File: src/rtl/core/fpa_pkg.sv
// Shared types and constants of the fixed-point ALU.
package fpa_pkg;

  localparam int DATA_W       = 32;
  localparam int FRAC_BITS_DF = 8;

  localparam logic [3:0] MODE_ADD  = 4'd0;
  localparam logic [3:0] MODE_SUB  = 4'd1;
  localparam logic [3:0] MODE_MUL  = 4'd2;
  localparam logic [3:0] MODE_DIV  = 4'd3;
  localparam logic [3:0] MODE_INC  = 4'd4;
  localparam logic [3:0] MODE_DEC  = 4'd5;
  localparam logic [3:0] MODE_MIN  = 4'd6;
  localparam logic [3:0] MODE_MAX  = 4'd7;
  localparam logic [3:0] MODE_TOI  = 4'd8;
  localparam logic [3:0] MODE_FRI  = 4'd9;

  localparam logic signed [DATA_W-1:0] S_MAX = 32'sh7FFF_FFFF;
  localparam logic signed [DATA_W-1:0] S_MIN = 32'sh8000_0000;

  typedef struct packed {
    logic [3:0]               mode;
    logic signed [DATA_W-1:0] operand_a;
    logic signed [DATA_W-1:0] operand_b;
  } in_t;

  typedef struct packed {
    logic signed [DATA_W-1:0] result_value;
    logic                     divide_by_zero;
    logic                     overflowed;
    logic                     a_equals_b;
    logic                     a_less_than_b;
  } out_t;

endpackage

File: src/rtl/core/fpa_mul.sv
// Pipelined fixed-point multiplier: product, magnitude, rounding, saturation.
module fpa_mul
  import fpa_pkg::*;
#(
  parameter int FRAC_BITS = FRAC_BITS_DF
) (
  input  logic                     clk,
  input  logic                     en,
  input  logic signed [DATA_W-1:0] a,
  input  logic signed [DATA_W-1:0] b,
  output logic signed [DATA_W-1:0] res,
  output logic                     ovf
);

  localparam int PW   = 2 * DATA_W;
  localparam int RQ_W = PW - FRAC_BITS;
  localparam logic [PW-1:0]   HALF   = PW'(1) << (FRAC_BITS - 1);
  localparam logic [RQ_W-1:0] LIM_P  = RQ_W'(32'h7FFF_FFFF);
  localparam logic [RQ_W-1:0] LIM_N  = RQ_W'(33'h1_0000_0000) >> 1;

  logic signed [PW-1:0]     prod_r;
  logic [PW-1:0]            mag_r;
  logic                     neg2_r, neg3_r;
  logic [RQ_W-1:0]          rq_r;
  logic [PW-1:0]            rnd_sum;
  logic signed [DATA_W-1:0] res_nxt;
  logic                     ovf_nxt;
  logic signed [DATA_W-1:0] res_r;
  logic                     ovf_r;

  assign rnd_sum = mag_r + HALF;

  always_comb begin
    ovf_nxt = 1'b0;
    if (neg3_r) begin
      if (rq_r > LIM_N) begin
        ovf_nxt = 1'b1;
        res_nxt = S_MIN;
      end else begin
        res_nxt = -$signed(rq_r[DATA_W-1:0]);
      end
    end else begin
      if (rq_r > LIM_P) begin
        ovf_nxt = 1'b1;
        res_nxt = S_MAX;
      end else begin
        res_nxt = $signed(rq_r[DATA_W-1:0]);
      end
    end
  end

  always_ff @(posedge clk) begin
    if (en) begin
      prod_r <= a * b;
      neg2_r <= prod_r[PW-1];
      mag_r  <= prod_r[PW-1] ? PW'(-prod_r) : PW'(prod_r);
      neg3_r <= neg2_r;
      rq_r   <= RQ_W'(rnd_sum >> FRAC_BITS);
      res_r  <= res_nxt;
      ovf_r  <= ovf_nxt;
    end
  end

  assign res = res_r;
  assign ovf = ovf_r;

endmodule

File: config.mk
export PLATFORM = sky130hd
export DESIGN_NAME = fpa_mul
export DESIGN_NICKNAME = d
export VERILOG_FILES = /design/src/rtl/core/fpa_pkg.sv /design/src/rtl/core/fpa_mul.sv
export SDC_FILE = /design/constraint.sdc
export NUM_CORES = 2
export LEC_CHECK = 0
export BUFFER_PORTS_ARGS = -buffer_cell sky130_fd_sc_hd__buf_2
export CORE_AREA = 2 2 366 368
export CTS_CLUSTER_SIZE = 25
export DETAILED_ROUTE_END_ITERATION = 12
export DIE_AREA = 0 0 368 370
export GPL_TIMING_DRIVEN = 0
export HOLD_SLACK_MARGIN = 0.12
export SLEW_MARGIN = 20
export SYNTH_ARGS = -nofsm -noshare
export SYNTH_HDL_FRONTEND = slang
export SYNTH_SLANG_ARGS = --single-unit
File: constraint.sdc
create_clock -name clk -period 7.6 [get_ports clk]
set_input_delay 0.38 -clock clk [delete_from_list [all_inputs] [get_ports clk]]
set_output_delay 0.38 -clock clk [all_outputs]
set_load 0.005 [all_outputs]
==> out/metrics.yaml <==
period_needed_ns: 7.513
outcome: "finished clean"
cp_slowest_cell: "fa_2"
rows: 134
ant_nets: 0
ys_warn_count: 0
port_buffers: 98
synthCells: 4692
end_kind: "flip-flop"
drt_drc_violations_left: 0
synth-seq-area-share_pct: 13.84
hold_viol: 0
vias: 33930
dp.cells: 6559
regToRegSetupSlack_ns: 2.75
synth.ff_latch_count: 212
dp_hpwl_um: 129600
synthesis.nets: 6026
crit_chain: "buf_2 > buf_6 > nand2_1 > fa_1 > fa_1 > inv_1 > fa_1 > fa_1 > fa_1 > fa_1 > fa_2 > fa_1 > ha_1 > and3_1 > and4_1 > and3_1 > a221oi_2 > o21ai_2 > o2111ai_4 > a21oi_2 > a221oi_2 > xnor2_1"
postCtsHoldBufs: 0
vias_per_cell: 5.069
drt_wl_total_um: 160300
grt_pass1_vias: 35770
maxCapViolations: 0
clock-sinks: 212
cts_root_buffer: "clkbuf_16"
synthTopCellsByArea: "fa_1 (47%), edfxtp_1 (14%), inv_1 (9.0%)"
cts_tree: "built"
clk_latency_ns: 0.52
layout_commonest_cell: "inv_1"
first_iter_violations: 3245
drt-pass1-iter-count: 6
fill_cells: 13070
clk_pin_slew_worst_paths_ns: 0.06
synthFlopType: "edfxtp_1"
wl_per_cell_um: 23.96
fin_skew_ns: 0.02613
syn_avg_cell_area_sq_um: 9.801
finalMaxSlewViolations: 0
layout-drive-gt1-share_pct: 11.69
synth_edf_count: 212
hold_path.class: "primary input to flip-flop"
grt_max_degree: 113
path_max_fanout: 10
numCtsBuffers: 23
yosysTopAreaCell: "fa_1"
nets: 6230
netlist_area_sq_um: 45990
start_kind: "primary input"
cp.arrival_ns: 7.77
relSlewSlack_pct: 37.31
setup_viol: 0
die_y_um: 370
crit_type: "primary input to flip-flop"
synth.distinct_cells: 63
ff_latch_area_sq_um: 6366
final_cell_mix: "inv_1 (1084), fa_1 (1044), nand2_1 (583), and2_1 (515), edfxtp_1 (212)"
syn2layout_area_growth_pct: 14.88
place_congestion: 1.055
layoutNonFillerInstCount: 6693
rsz0062_at_grt: "true"
tightest_slew_ns: 0.9387
multi_input_area_sq_um: 35320
grt_use_total_pct: 23.80
io_pins: 99
grt_pass1_wl_um: 236600
cts_buffer_depth: 3
max_stage_delay_ns: 0.68
antenna_found_initial: 23
die-area_sq_um: 136200
tns_ns: 0
timing.final.crit_share_pct: 98.85
max_freq_ghz: 0.1331
core_sq_um: 132500
die_w_um: 368
grt.overflow.total: 0
htree_levels: 1
synthDominantCellAreaShare_pct: 47.10
cp_common_cell: "fa_1"
critPathRequiredTime_ns: 7.86
async_flop_share_pct: 0
start_util_pct: 34.72
-- state kept, by name, summed over array words and instances, names as in the netlist --
register	cells
prod_r	64
mag_r	57
rq_r	56
res	32
neg2_r	1
neg3_r	1
ovf	1
-- Yosys cell counts, types with 3 or more instances --
cell and number:
nor2_1 82, or2_2 7, or3_1 20, and2_1 516, a211o_1 5, o211ai_1 3
nor3_1 30, fa_1 1082, buf_1 3, nor2b_1 5, and4_1 7, o211a_1 5
nand2_1 592, o31ai_1 12, nand4_1 24, nor4_1 12, nand3_1 37, xor2_1 32
ha_1 186, inv_1 1107, o21ai_1 3, a21oi_1 77, nand3b_1 3, a2111oi_0 3
o311ai_0 18, a221oi_1 4, o22ai_1 3, a211oi_1 4, o21ai_0 81, or4_1 10
a21o_1 28, a221o_1 3, and3_1 22, xnor2_1 154, o41ai_1 8, a31oi_1 9
edfxtp_1 212, nand2b_1 15, clkbuf_1 220, o21a_1 4, o21bai_1 16
-- final cells by class --
| class | count | share of cell area [%] |
|---|---|---|
| multi-input cells | 3149 | 66.87 |
| clock inverters | 15 | 0.2937 |
| diodes | 13 | 0.06158 |
| clock buffers | 26 | 1.111 |
| plain buffers | 215 | 4.678 |
| flip-flops and latches | 212 | 12.05 |
| inverters | 1107 | 7.896 |
| well taps | 1768 | 4.187 |
| repair buffers | 188 | 2.856 |
-- metrics by stage --
| step | cell area, sq um | utilization (%) | setup slack (ns) | hold WS [ns] |
|---|---|---|---|---|
| after floorplan | 46020 | - | -0.000002220 | 0.4003 |
| final | 52830 | 39.88 | 0.08746 | 0.3279 |
| after detailed placement | 48770 | 36.82 | -3.054 | 0.4099 |
| after CTS | 51190 | 38.64 | -0.1219 | 0.2898 |
| after global placement | 48720 | 36.79 | -3.245 | 0.4034 |
| after global routing | 52800 | 39.87 | -0.08051 | 0.3323 |
-- worst paths after layout --
path	cells past startpoint	endpoint	startpoint
max reg2reg	12	res[23]	rq_r[0]
min reg2reg	0	neg3_r	neg2_r
max	22	prod_r[62]	b[17]
min	2	prod_r[0]	a[0]
-- logic make-up (layout without fill, tap and decap cells) --
| family | after synthesis | in the layout | share of synthesized area, % |
|---|---|---|---|
| compound gates | 296 | 296 | 4.127 |
| xor+xnor | 186 | 186 | 3.542 |
| fa+ha+maj | 1268 | 1268 | 52.16 |
| buf+inv | 1331 | 1551 | 10.88 |
| flops | 212 | 212 | 13.84 |
| mux | 1 | 1 | 0.02177 |
| other cells | 0 | 13 | 0 |
| simple gates | 1398 | 1398 | 15.42 |
-- critical path: cells and delay by family --
family / cells / cell delay [ns]
adders and majority gates: 9 / 4.70
AOI/OAI and AO/OA: 5 / 1.13
and+or+nand+nor: 4 / 0.79
buffers and inverters: 3 / 0.60
xor gates and xnor gates: 1 / 0.13
-- repair_timing --
action,CTS,global route
pin swaps,16,113
buffers inserted,15,72
cloned,0,2
setup endpoints to repair,38,21
resized for setup,475,413
-- metal layers --
layer  vias to the layer above  track usage, %  share of wire, %
met2                      1876           36.34                43
met1                     17300           30.97                39
met5                         -               0             0.021
met4                         4           10.53               5.2
li1                      14340               -                 -
met3                       407           7.560                12
Power is not shown: default switching activity piles up to over one toggle a cycle in this logic, so the estimate is an artifact.
